**src/sv/sdf_pkg.sv**
```systemverilog
// Shared types, constants and helper functions of the segment display framer.
`default_nettype none
package sdf_pkg;

	// Field widths
	localparam int VALUE_W = 16;
	localparam int BYTE_W  = 8;
	localparam int SHOWN_W = 14;
	localparam int PADDR_W = 3;
	localparam int PDATA_W = 32;

	// Register map (word index)
	localparam logic [PADDR_W-3:0] REG_DATA_COMMAND = 1'b0;
	localparam logic [BYTE_W-1:0]  DATA_COMMAND_RST = 8'h44;

	// Display limits and bus codes
	localparam logic [VALUE_W-1:0] MAX_SHOWN_IN = 16'd9999;
	localparam logic [SHOWN_W-1:0] MAX_SHOWN    = 14'd9999;
	localparam logic [BYTE_W-1:0]  GRID_BASE    = 8'hC0;
	localparam logic [BYTE_W-1:0]  SEG_BLANK    = 8'h00;

	// Decimal weights of the digit stages
	localparam logic [SHOWN_W-1:0] UNIT_THOU = 14'd1000;
	localparam logic [SHOWN_W-1:0] UNIT_HUND = 14'd100;
	localparam logic [SHOWN_W-1:0] UNIT_TEN  = 14'd10;

	// Byte sequence of one item
	localparam int                 BYTE_IDX_W = 4;
	localparam logic [BYTE_IDX_W-1:0] IDX_CMD  = 4'd0;
	localparam logic [BYTE_IDX_W-1:0] IDX_LAST = 4'd8;

	typedef logic [3:0]        digit_t;
	typedef logic [BYTE_W-1:0] byte_t;

	// Four grid segment codes, thousands at index 0
	typedef struct packed {
		byte_t [3:0] seg;
	} frame_t;

	// One decimal digit and what is left below its weight
	typedef struct packed {
		digit_t             digit;
		logic [SHOWN_W-1:0] rem;
	} split_t;

	// Peel one digit off by comparing against its nine multiples
	function automatic split_t split_digit(input logic [SHOWN_W-1:0] r,
		input logic [SHOWN_W-1:0] unit);
		split_t             s;
		logic [SHOWN_W-1:0] thr;
		s.digit = '0;
		s.rem   = r;
		for (int k = 1; k <= 9; k++) begin
			thr = SHOWN_W'(k) * unit;
			if (r >= thr) begin
				s.digit = digit_t'(k);
				s.rem   = r - thr;
			end
		end
		return s;
	endfunction

	// Seven-segment code, bit 0 = segment a
	function automatic byte_t seg_of_digit(input digit_t d);
		byte_t c;
		case (d)
			4'd0:    c = 8'h3F;
			4'd1:    c = 8'h06;
			4'd2:    c = 8'h5B;
			4'd3:    c = 8'h4F;
			4'd4:    c = 8'h66;
			4'd5:    c = 8'h6D;
			4'd6:    c = 8'h7D;
			4'd7:    c = 8'h07;
			4'd8:    c = 8'h7F;
			4'd9:    c = 8'h6F;
			default: c = SEG_BLANK;
		endcase
		return c;
	endfunction

endpackage
`default_nettype wire

```
**src/sv/sdf_if.sv**
```systemverilog
// Valid/ready channel interfaces for the number input and the bus byte output.
`default_nettype none
interface sdf_value_if;
	import sdf_pkg::*;
	logic               valid;
	logic               ready;
	logic [VALUE_W-1:0] value;

	modport source (output valid, output value, input ready);
	modport sink   (input valid, input value, output ready);
endinterface

interface sdf_byte_if;
	import sdf_pkg::*;
	logic  valid;
	logic  ready;
	byte_t bus_byte;
	logic  starts_frame;
	logic  ends_frame;
	logic  last;

	modport source (output valid, output bus_byte, output starts_frame,
		output ends_frame, output last, input ready);
	modport sink   (input valid, input bus_byte, input starts_frame,
		input ends_frame, input last, output ready);
endinterface
`default_nettype wire

```
**src/sv/sdf_cfg.sv**
```systemverilog
// APB-style register file holding the data command byte.
`default_nettype none
module sdf_cfg (
	input  wire logic                        clk,
	input  wire logic                        arst_n,
	input  wire logic                        psel,
	input  wire logic                        penable,
	input  wire logic                        pwrite,
	input  wire logic [sdf_pkg::PADDR_W-1:0] paddr,
	input  wire logic [sdf_pkg::PDATA_W-1:0] pwdata,
	output logic      [sdf_pkg::PDATA_W-1:0] prdata,
	output logic                             pready,
	output sdf_pkg::byte_t                   data_command
);
	import sdf_pkg::*;

	logic                 wr_en;
	logic [PADDR_W-3:0]   reg_idx;
	byte_t                data_command_q;

	assign pready  = 1'b1;
	assign reg_idx = paddr[PADDR_W-1:2];
	assign wr_en   = psel && penable && pwrite && pready;

	// Capture the command byte on the access cycle; drop writes elsewhere
	always_ff @(posedge clk or negedge arst_n) begin
		if (!arst_n) begin
			data_command_q <= DATA_COMMAND_RST;
		end else if (wr_en && reg_idx == REG_DATA_COMMAND) begin
			data_command_q <= pwdata[BYTE_W-1:0];
		end
	end

	// Read back
	always_comb begin
		prdata = '0;
		if (reg_idx == REG_DATA_COMMAND) begin
			prdata = {{(PDATA_W-BYTE_W){1'b0}}, data_command_q};
		end
	end

	assign data_command = data_command_q;
endmodule
`default_nettype wire

```
**src/sv/sdf_digits.sv**
```systemverilog
// Clamp, decimal split, leading-zero blanking and segment lookup pipeline.
`default_nettype none
module sdf_digits (
	input  wire logic        clk,
	input  wire logic        arst_n,
	sdf_value_if.sink        value_ch,
	output logic             frm_valid,
	output sdf_pkg::frame_t  frm,
	input  wire logic        frm_ready
);
	import sdf_pkg::*;

	logic               vld_s1, vld_s2, vld_s3, vld_s4;
	logic               adv1, adv2, adv3, adv4;
	logic [SHOWN_W-1:0] val_s1;
	logic [SHOWN_W-1:0] val_in;
	digit_t             th_s2, th_s3, hu_s3;
	logic [9:0]         rem_s2;
	logic [6:0]         rem_s3;
	split_t             sp2, sp3, sp4;
	frame_t             seg_s4;
	frame_t             seg_nx;
	logic               show_th, show_hu, show_te;

	// Each stage moves when it is empty or its contents move on
	assign adv4           = !vld_s4 || frm_ready;
	assign adv3           = !vld_s3 || adv4;
	assign adv2           = !vld_s2 || adv3;
	assign adv1           = !vld_s1 || adv2;
	assign value_ch.ready = adv1;

	// Saturate to the largest four-digit number
	assign val_in = (value_ch.value > MAX_SHOWN_IN) ? MAX_SHOWN
		: value_ch.value[SHOWN_W-1:0];

	assign sp2 = split_digit(val_s1, UNIT_THOU);
	assign sp3 = split_digit({4'b0, rem_s2}, UNIT_HUND);
	assign sp4 = split_digit({7'b0, rem_s3}, UNIT_TEN);

	// Blank leading zeros; the units digit always shows
	always_comb begin
		show_th = th_s3 != 4'd0;
		show_hu = show_th || hu_s3 != 4'd0;
		show_te = show_hu || sp4.digit != 4'd0;
		seg_nx.seg[0] = show_th ? seg_of_digit(th_s3) : SEG_BLANK;
		seg_nx.seg[1] = show_hu ? seg_of_digit(hu_s3) : SEG_BLANK;
		seg_nx.seg[2] = show_te ? seg_of_digit(sp4.digit) : SEG_BLANK;
		seg_nx.seg[3] = seg_of_digit(sp4.rem[3:0]);
	end

	// Stage valids
	always_ff @(posedge clk or negedge arst_n) begin
		if (!arst_n) begin
			vld_s1 <= 1'b0;
			vld_s2 <= 1'b0;
			vld_s3 <= 1'b0;
			vld_s4 <= 1'b0;
		end else begin
			if (adv1) vld_s1 <= value_ch.valid;
			if (adv2) vld_s2 <= vld_s1;
			if (adv3) vld_s3 <= vld_s2;
			if (adv4) vld_s4 <= vld_s3;
		end
	end

	// Stage payloads
	always_ff @(posedge clk) begin
		if (adv1) begin
			val_s1 <= val_in;
		end
		if (adv2) begin
			th_s2  <= sp2.digit;
			rem_s2 <= sp2.rem[9:0];
		end
		if (adv3) begin
			th_s3  <= th_s2;
			hu_s3  <= sp3.digit;
			rem_s3 <= sp3.rem[6:0];
		end
		if (adv4) begin
			seg_s4 <= seg_nx;
		end
	end

	assign frm_valid = vld_s4;
	assign frm       = seg_s4;
endmodule
`default_nettype wire

```
**src/sv/sdf_ser.sv**
```systemverilog
// Frame serialiser: emits the nine bus bytes of one item, one per cycle while the bus is ready.
`default_nettype none
module sdf_ser (
	input  wire logic            clk,
	input  wire logic            arst_n,
	input  wire logic            frm_valid,
	input  wire sdf_pkg::frame_t frm,
	output logic                 frm_ready,
	input  wire sdf_pkg::byte_t  data_command,
	sdf_byte_if.source           byte_ch
);
	import sdf_pkg::*;

	logic                  busy_q;
	logic [BYTE_IDX_W-1:0] idx_q;
	frame_t                seg_q;
	logic                  take;
	logic [1:0]            grid;
	logic [1:0]            seg_sel;

	assign take      = byte_ch.valid && byte_ch.ready;
	assign frm_ready = !busy_q || (take && idx_q == IDX_LAST);

	// Load a new frame on the last byte or when idle; otherwise advance
	always_ff @(posedge clk or negedge arst_n) begin
		if (!arst_n) begin
			busy_q <= 1'b0;
			idx_q  <= IDX_CMD;
		end else if (frm_ready) begin
			busy_q <= frm_valid;
			idx_q  <= IDX_CMD;
		end else if (take) begin
			idx_q  <= idx_q + 1'b1;
		end
	end

	always_ff @(posedge clk) begin
		if (frm_ready) begin
			seg_q <= frm;
		end
	end

	// Odd bytes carry the grid address, even ones after the command byte the segment code
	assign grid    = idx_q[2:1];
	assign seg_sel = 2'(idx_q[3:1] - 3'd1);

	always_comb begin
		byte_ch.valid        = busy_q;
		byte_ch.last         = idx_q == IDX_LAST;
		if (idx_q == IDX_CMD) begin
			byte_ch.bus_byte     = data_command;
			byte_ch.starts_frame = 1'b1;
			byte_ch.ends_frame   = 1'b1;
		end else if (idx_q[0]) begin
			byte_ch.bus_byte     = GRID_BASE + {6'b0, grid};
			byte_ch.starts_frame = 1'b1;
			byte_ch.ends_frame   = 1'b0;
		end else begin
			byte_ch.bus_byte     = seg_q.seg[seg_sel];
			byte_ch.starts_frame = 1'b0;
			byte_ch.ends_frame   = 1'b1;
		end
	end
endmodule
`default_nettype wire

```
**src/sv/four_digit_segment_display_framer_core.sv**
```systemverilog
// Top level of the four-digit segment display framer.
//
//  channel   dir  handshake         payload
//  value_ch  in   valid/ready       value[15:0]
//  byte_ch   out  valid/ready       bus_byte[7:0], starts_frame, ends_frame, last
//  apb       in   psel/penable      paddr[2:0], pwdata[31:0], prdata[31:0]
//
// Each number yields nine bus bytes, one per cycle while the output accepts
// them, emitted by the byte serialiser. A number passes a four-stage digit
// pipeline before reaching the serialiser, which loads the next frame in the
// same cycle as its last byte is taken. A stalled output
// holds the current byte and backs the pipeline up to the input ready.
// Reset empties the pipeline and sets the data command to 0x44.
`default_nettype none
module four_digit_segment_display_framer_core (
	input  wire logic                        clk,
	input  wire logic                        arst_n,
	sdf_value_if.sink                        value_ch,
	sdf_byte_if.source                       byte_ch,
	input  wire logic                        psel,
	input  wire logic                        penable,
	input  wire logic                        pwrite,
	input  wire logic [sdf_pkg::PADDR_W-1:0] paddr,
	input  wire logic [sdf_pkg::PDATA_W-1:0] pwdata,
	output logic      [sdf_pkg::PDATA_W-1:0] prdata,
	output logic                             pready
);
	import sdf_pkg::*;

	byte_t  data_command;
	logic   frm_valid;
	logic   frm_ready;
	frame_t frm;

	sdf_cfg u_cfg (
		.clk          (clk),
		.arst_n       (arst_n),
		.psel         (psel),
		.penable      (penable),
		.pwrite       (pwrite),
		.paddr        (paddr),
		.pwdata       (pwdata),
		.prdata       (prdata),
		.pready       (pready),
		.data_command (data_command)
	);

	sdf_digits u_digits (
		.clk       (clk),
		.arst_n    (arst_n),
		.value_ch  (value_ch),
		.frm_valid (frm_valid),
		.frm       (frm),
		.frm_ready (frm_ready)
	);

	sdf_ser u_ser (
		.clk          (clk),
		.arst_n       (arst_n),
		.frm_valid    (frm_valid),
		.frm          (frm),
		.frm_ready    (frm_ready),
		.data_command (data_command),
		.byte_ch      (byte_ch)
	);
endmodule
`default_nettype wire
```
**src/flat_wrapper.sv**
```systemverilog
// flat-port wrapper written by rule: the top's interface ports become plain ports
module four_digit_segment_display_framer_core_flat import sdf_pkg::*;
  (clk, arst_n, psel, penable, pwrite, paddr, pwdata, prdata, pready, value_ch_valid, value_ch_value, value_ch_ready, byte_ch_valid, byte_ch_bus_byte, byte_ch_starts_frame, byte_ch_ends_frame, byte_ch_last, byte_ch_ready);
  sdf_value_if value_ch_i ();
  sdf_byte_if byte_ch_i ();
  input  wire logic clk;
  input  wire logic arst_n;
  input  wire logic psel;
  input  wire logic penable;
  input  wire logic pwrite;
  input  wire logic [sdf_pkg::PADDR_W-1:0] paddr;
  input  wire logic [sdf_pkg::PDATA_W-1:0] pwdata;
  output logic      [sdf_pkg::PDATA_W-1:0] prdata;
  output logic pready;
  input wire logic [$bits(value_ch_i.valid)-1:0] value_ch_valid;
  input wire logic [$bits(value_ch_i.value)-1:0] value_ch_value;
  output wire logic [$bits(value_ch_i.ready)-1:0] value_ch_ready;
  output wire logic [$bits(byte_ch_i.valid)-1:0] byte_ch_valid;
  output wire logic [$bits(byte_ch_i.bus_byte)-1:0] byte_ch_bus_byte;
  output wire logic [$bits(byte_ch_i.starts_frame)-1:0] byte_ch_starts_frame;
  output wire logic [$bits(byte_ch_i.ends_frame)-1:0] byte_ch_ends_frame;
  output wire logic [$bits(byte_ch_i.last)-1:0] byte_ch_last;
  input wire logic [$bits(byte_ch_i.ready)-1:0] byte_ch_ready;
  assign value_ch_i.valid = value_ch_valid;
  assign value_ch_i.value = value_ch_value;
  assign value_ch_ready = value_ch_i.ready;
  assign byte_ch_valid = byte_ch_i.valid;
  assign byte_ch_bus_byte = byte_ch_i.bus_byte;
  assign byte_ch_starts_frame = byte_ch_i.starts_frame;
  assign byte_ch_ends_frame = byte_ch_i.ends_frame;
  assign byte_ch_last = byte_ch_i.last;
  assign byte_ch_i.ready = byte_ch_ready;
  four_digit_segment_display_framer_core u_core (.clk(clk), .arst_n(arst_n), .value_ch(value_ch_i), .byte_ch(byte_ch_i), .psel(psel), .penable(penable), .pwrite(pwrite), .paddr(paddr), .pwdata(pwdata), .prdata(prdata), .pready(pready));
endmodule
```
**config.mk**
```make
export PLATFORM = sky130hd
export DESIGN_NAME = four_digit_segment_display_framer_core_flat
export DESIGN_NICKNAME = d
export VERILOG_FILES = /design/src/sv/sdf_pkg.sv /design/src/sv/sdf_if.sv /design/src/sv/sdf_cfg.sv /design/src/sv/sdf_digits.sv /design/src/sv/sdf_ser.sv /design/src/sv/four_digit_segment_display_framer_core.sv /design/src/flat_wrapper.sv
export SDC_FILE = /design/constraint.sdc
export NUM_CORES = 1
export LEC_CHECK = 0
export BUFFER_PORTS_ARGS = -buffer_cell sky130_fd_sc_hd__buf_2
export CAP_MARGIN = 10
export CORE_ASPECT_RATIO = 0.9
export CORE_UTILIZATION = 45
export CTS_CLUSTER_SIZE = 30
export DETAILED_ROUTE_END_ITERATION = 10
export PLACE_DENSITY_LB_ADDON = 0.1
export SYNTH_ARGS = -nofsm -noshare
export SYNTH_HDL_FRONTEND = slang
export SYNTH_SLANG_ARGS = --single-unit
export TNS_END_PERCENT = 20
```
**constraint.sdc**
```tcl
create_clock -name clk -period 6.6 [get_ports clk]
set_input_delay 1.32 -clock clk [delete_from_list [all_inputs] [get_ports clk]]
set_output_delay 1.32 -clock clk [all_outputs]
set_load 0.02 [all_outputs]
```
==> metrics <==
CTS H-Tree Depth 4; vias in the first global route 6250; Leak 3.68 nW; Num CTS Buffers 17; initial antenna violation count 0; DR DRC count 0; Die Ht 132 um; CTS tree yes; Seq/Total Area, Yosys 0.405; # resized after CTS 0; Gate Count Post-Synth 841; worst skew pair latency 0.41 ns; Synth Register Bits 116; hpwl dp 14100 um; Avg Vias per Cell 5.82; final hold viol count 0; Horiz. Die Dim 146 um; yosys warns 0; Pins Over Slew Limit 0; std cell rows 47; CTS root buf clkbuf_16; required time worst endpoint 5.28 ns; Achievable Freq 196 MHz; worst hold path class register to register; largest net degree at the start of global routing 30; Final Cycle Share 0.772; Net Sw Frac 0.314; combinational share of power 0.258; max-cap viol count 0; gr ovfl total 0; post-route antenna net violation count 0; Layout area overhead 10.1%; hold buffers post-CTS 0; Worst Clk Skew 0.0104 ns; worst vdd ir 0.180 mV; synthesized area 8390 um^2; DR vias 6607; first-pass GRT wire length 31100 um; share of cells above drive strength 1 0.141; Post-synth ARST share 0.147; routed wire length 19100 um; clk slew on worst S/H paths 0.05 ns; GP Congestion 0.923; top_reg_cell synth edfxtp_1; synthesized area per cell 9.98 um^2; setup bufs post-CTS 0; outcome finished, final reports clean; Crit Path Max Fanout 17; post-route cell area 9240 um^2; crit path DAT 3.78 ns; GRT Util Overall 0.202; # fillers 1680; Yosys top cell area share 0.354; initial DRC count 734; Layout Nets 1004; Antenna diodes 0; Cell variety after synth 98; maximum clock insertion buffer count 2; Int Pwr 1.68 mW; io pins 104; part of the power in registers 0.390; Worst Tran Pin Value 1.15 ns; DR WL/cell 16.8 um; core area 18300 um^2; min Tclk post-route 5.10 ns; kind of critical path register to output port; pwr dens 264 nW/um^2; startpoint types register; clock network power share 0.352; DP Area 8670 um^2; CP endpoint kind output port; Initial Util 0.457; RSZ-0062 raised after global routing false; final setup vio count 0; IO buf count 52; final setup TNS 0 ns; Die Area 19200 um^2; Switch Pwr 0.766 mW; CTS Sinks 116; drt first pass iters 5; Yosys top cell by area edfxtp_1; dpl ws 1.75 ns; Post-synth EDFFs 99; top post-synthesis cells by area edfxtp_1 (35%), ha_1 (10%), dfrtp_1 (4.5%), nand2_1 (2.6%), a21oi_1 (2.6%); Rel. slew slack 0.232; Worst Setup Slack, final 1.50 ns
## per-layer routing
| layer | share of wire | global-route usage |
|---|---|---|
| met5 | 0 | 0 |
| met1 | 0.43 | 0.261 |
| met4 | 0.015 | 0.0626 |
| met2 | 0.49 | 0.337 |
| met3 | 0.066 | 0.0424 |
## kinds of logic (layout without fill, tap and decap cells)
kind of cell             after synthesis  count (layout)  synth area share
AO/OA/AOI/OAI                        244             244             0.208
XOR/XNOR                              16              16            0.0167
adder cells (fa/ha/maj)               68              68             0.101
buffers and inverters                110             137            0.0683
flip-flops                           116             116             0.405
multiplexers                          21              21            0.0355
other                                  2              25          0.000895
AND/OR/NAND/NOR                      264             264             0.164
## registers in the layout, indices dropped and copies added, names as in the netlist
signal / count
u_core.u_digits.frm: 28
u_core.u_ser.seg_q: 28
u_core.u_digits.vld_s1: 1
u_core.u_ser.byte_ch.valid: 1
u_core.u_digits.vld_s2: 1
u_core.u_digits.th_s3: 4
u_core.u_digits.th_s2: 4
u_core.u_digits.rem_s2: 10
u_core.u_digits.val_s1: 14
u_core.u_digits.hu_s3: 4
u_core.u_digits.vld_s3: 1
u_core.u_ser.idx_q: 4
u_core.u_digits.rem_s3: 7
u_core.u_cfg.data_command: 8
u_core.u_digits.frm_valid: 1
## worst paths after layout
kind	endpoint	startpoint	slack (ns)	depth (start not counted)
setup / recovery	value_ch_ready	u_core.u_ser.idx_q[1]	1.50	10
hold / removal	u_core.u_ser.seg_q[1]	u_core.u_digits.frm[1]	0.41	0
setup reg to reg	u_core.u_digits.rem_s2[8]	u_core.u_digits.val_s1[5]	3.09	9
hold reg to reg	u_core.u_ser.seg_q[1]	u_core.u_digits.frm[1]	0.41	0
max in group asynchronous	u_core.u_cfg.data_command[2]	arst_n	5.46	1
min in group asynchronous	u_core.u_cfg.data_command[7]	arst_n	0.82	1
## metrics by stage
stage	util	cells	hold WS [ns]	power, mW
6_report	0.504	1136	0.411	2.44
2_1_floorplan	-	864	0.400	1.44
4_1_cts	0.503	1135	0.416	2.46
3_3_place_gp	0.473	1103	0.402	1.58
5_1_grt	0.504	1136	0.421	2.57
3_5_place_dp	0.473	1103	0.405	1.59
## synth_stat cells (8+ instances only)
master    instances
nand3_1          29
o21ai_1           9
o22ai_1          15
and2_1           16
o211ai_1         10
dfrtp_1          15
o21ai_0          32
ha_1             68
nor2b_1          15
a21oi_1          44
nor2_1           55
xnor2_1          13
nor3_1           18
edfxtp_1         99
a21o_1           14
buf_4            29
mux2_2            8
a211oi_1          9
inv_1            47
nand2_1          59
a31oi_1          17
clkbuf_1         20
nand2b_1         19
o31ai_1          10
## power by group through the flow
| stage | Combinational (mW) | Clock, mW | Sequential (mW) |
|---|---|---|---|
| detailed placement | 0.627 | 0 | 0.965 |
| CTS | 0.630 | 0.880 | 0.951 |
| global placement | 0.616 | 0 | 0.963 |
| global route | 0.692 | 0.914 | 0.961 |
| finish | 0.630 | 0.861 | 0.952 |
| floorplan | 0.523 | 0 | 0.913 |
## placed cells by master, fill, tap and decap left out, drive strengths merged, types with 19 or more instances in the layout
master / count
conb: 25
nor2: 55
nand2: 60
inv: 51
edfxtp: 99
nand2b: 19
buf: 53
o21ai: 42
ha: 68
nand3: 29
a21oi: 45
## area by class of cell
class	instances	area, um^2	share of cell area
clock buffers	17	425	0.0460
clock inverters	15	140	0.0152
inverters	51	191	0.0207
multi-input cells	638	4510	0.487
flip-flops and latches	116	3400	0.368
well taps	245	307	0.0332
repair buffers	54	273	0.0295
## worst max-delay path, cell delays in order (launching register included)
cell and delay [ns]:
dfrtp_1 0.66, inv_1 0.11, ha_1 0.21, nor2b_1 0.15
nand2_1 0.12, inv_1 0.08, a21boi_1 0.29, nand3_1 0.60
nor2_1 0.37, nand2_1 0.44, buf_2 0.32
Power figures use the tool's default switching activity.
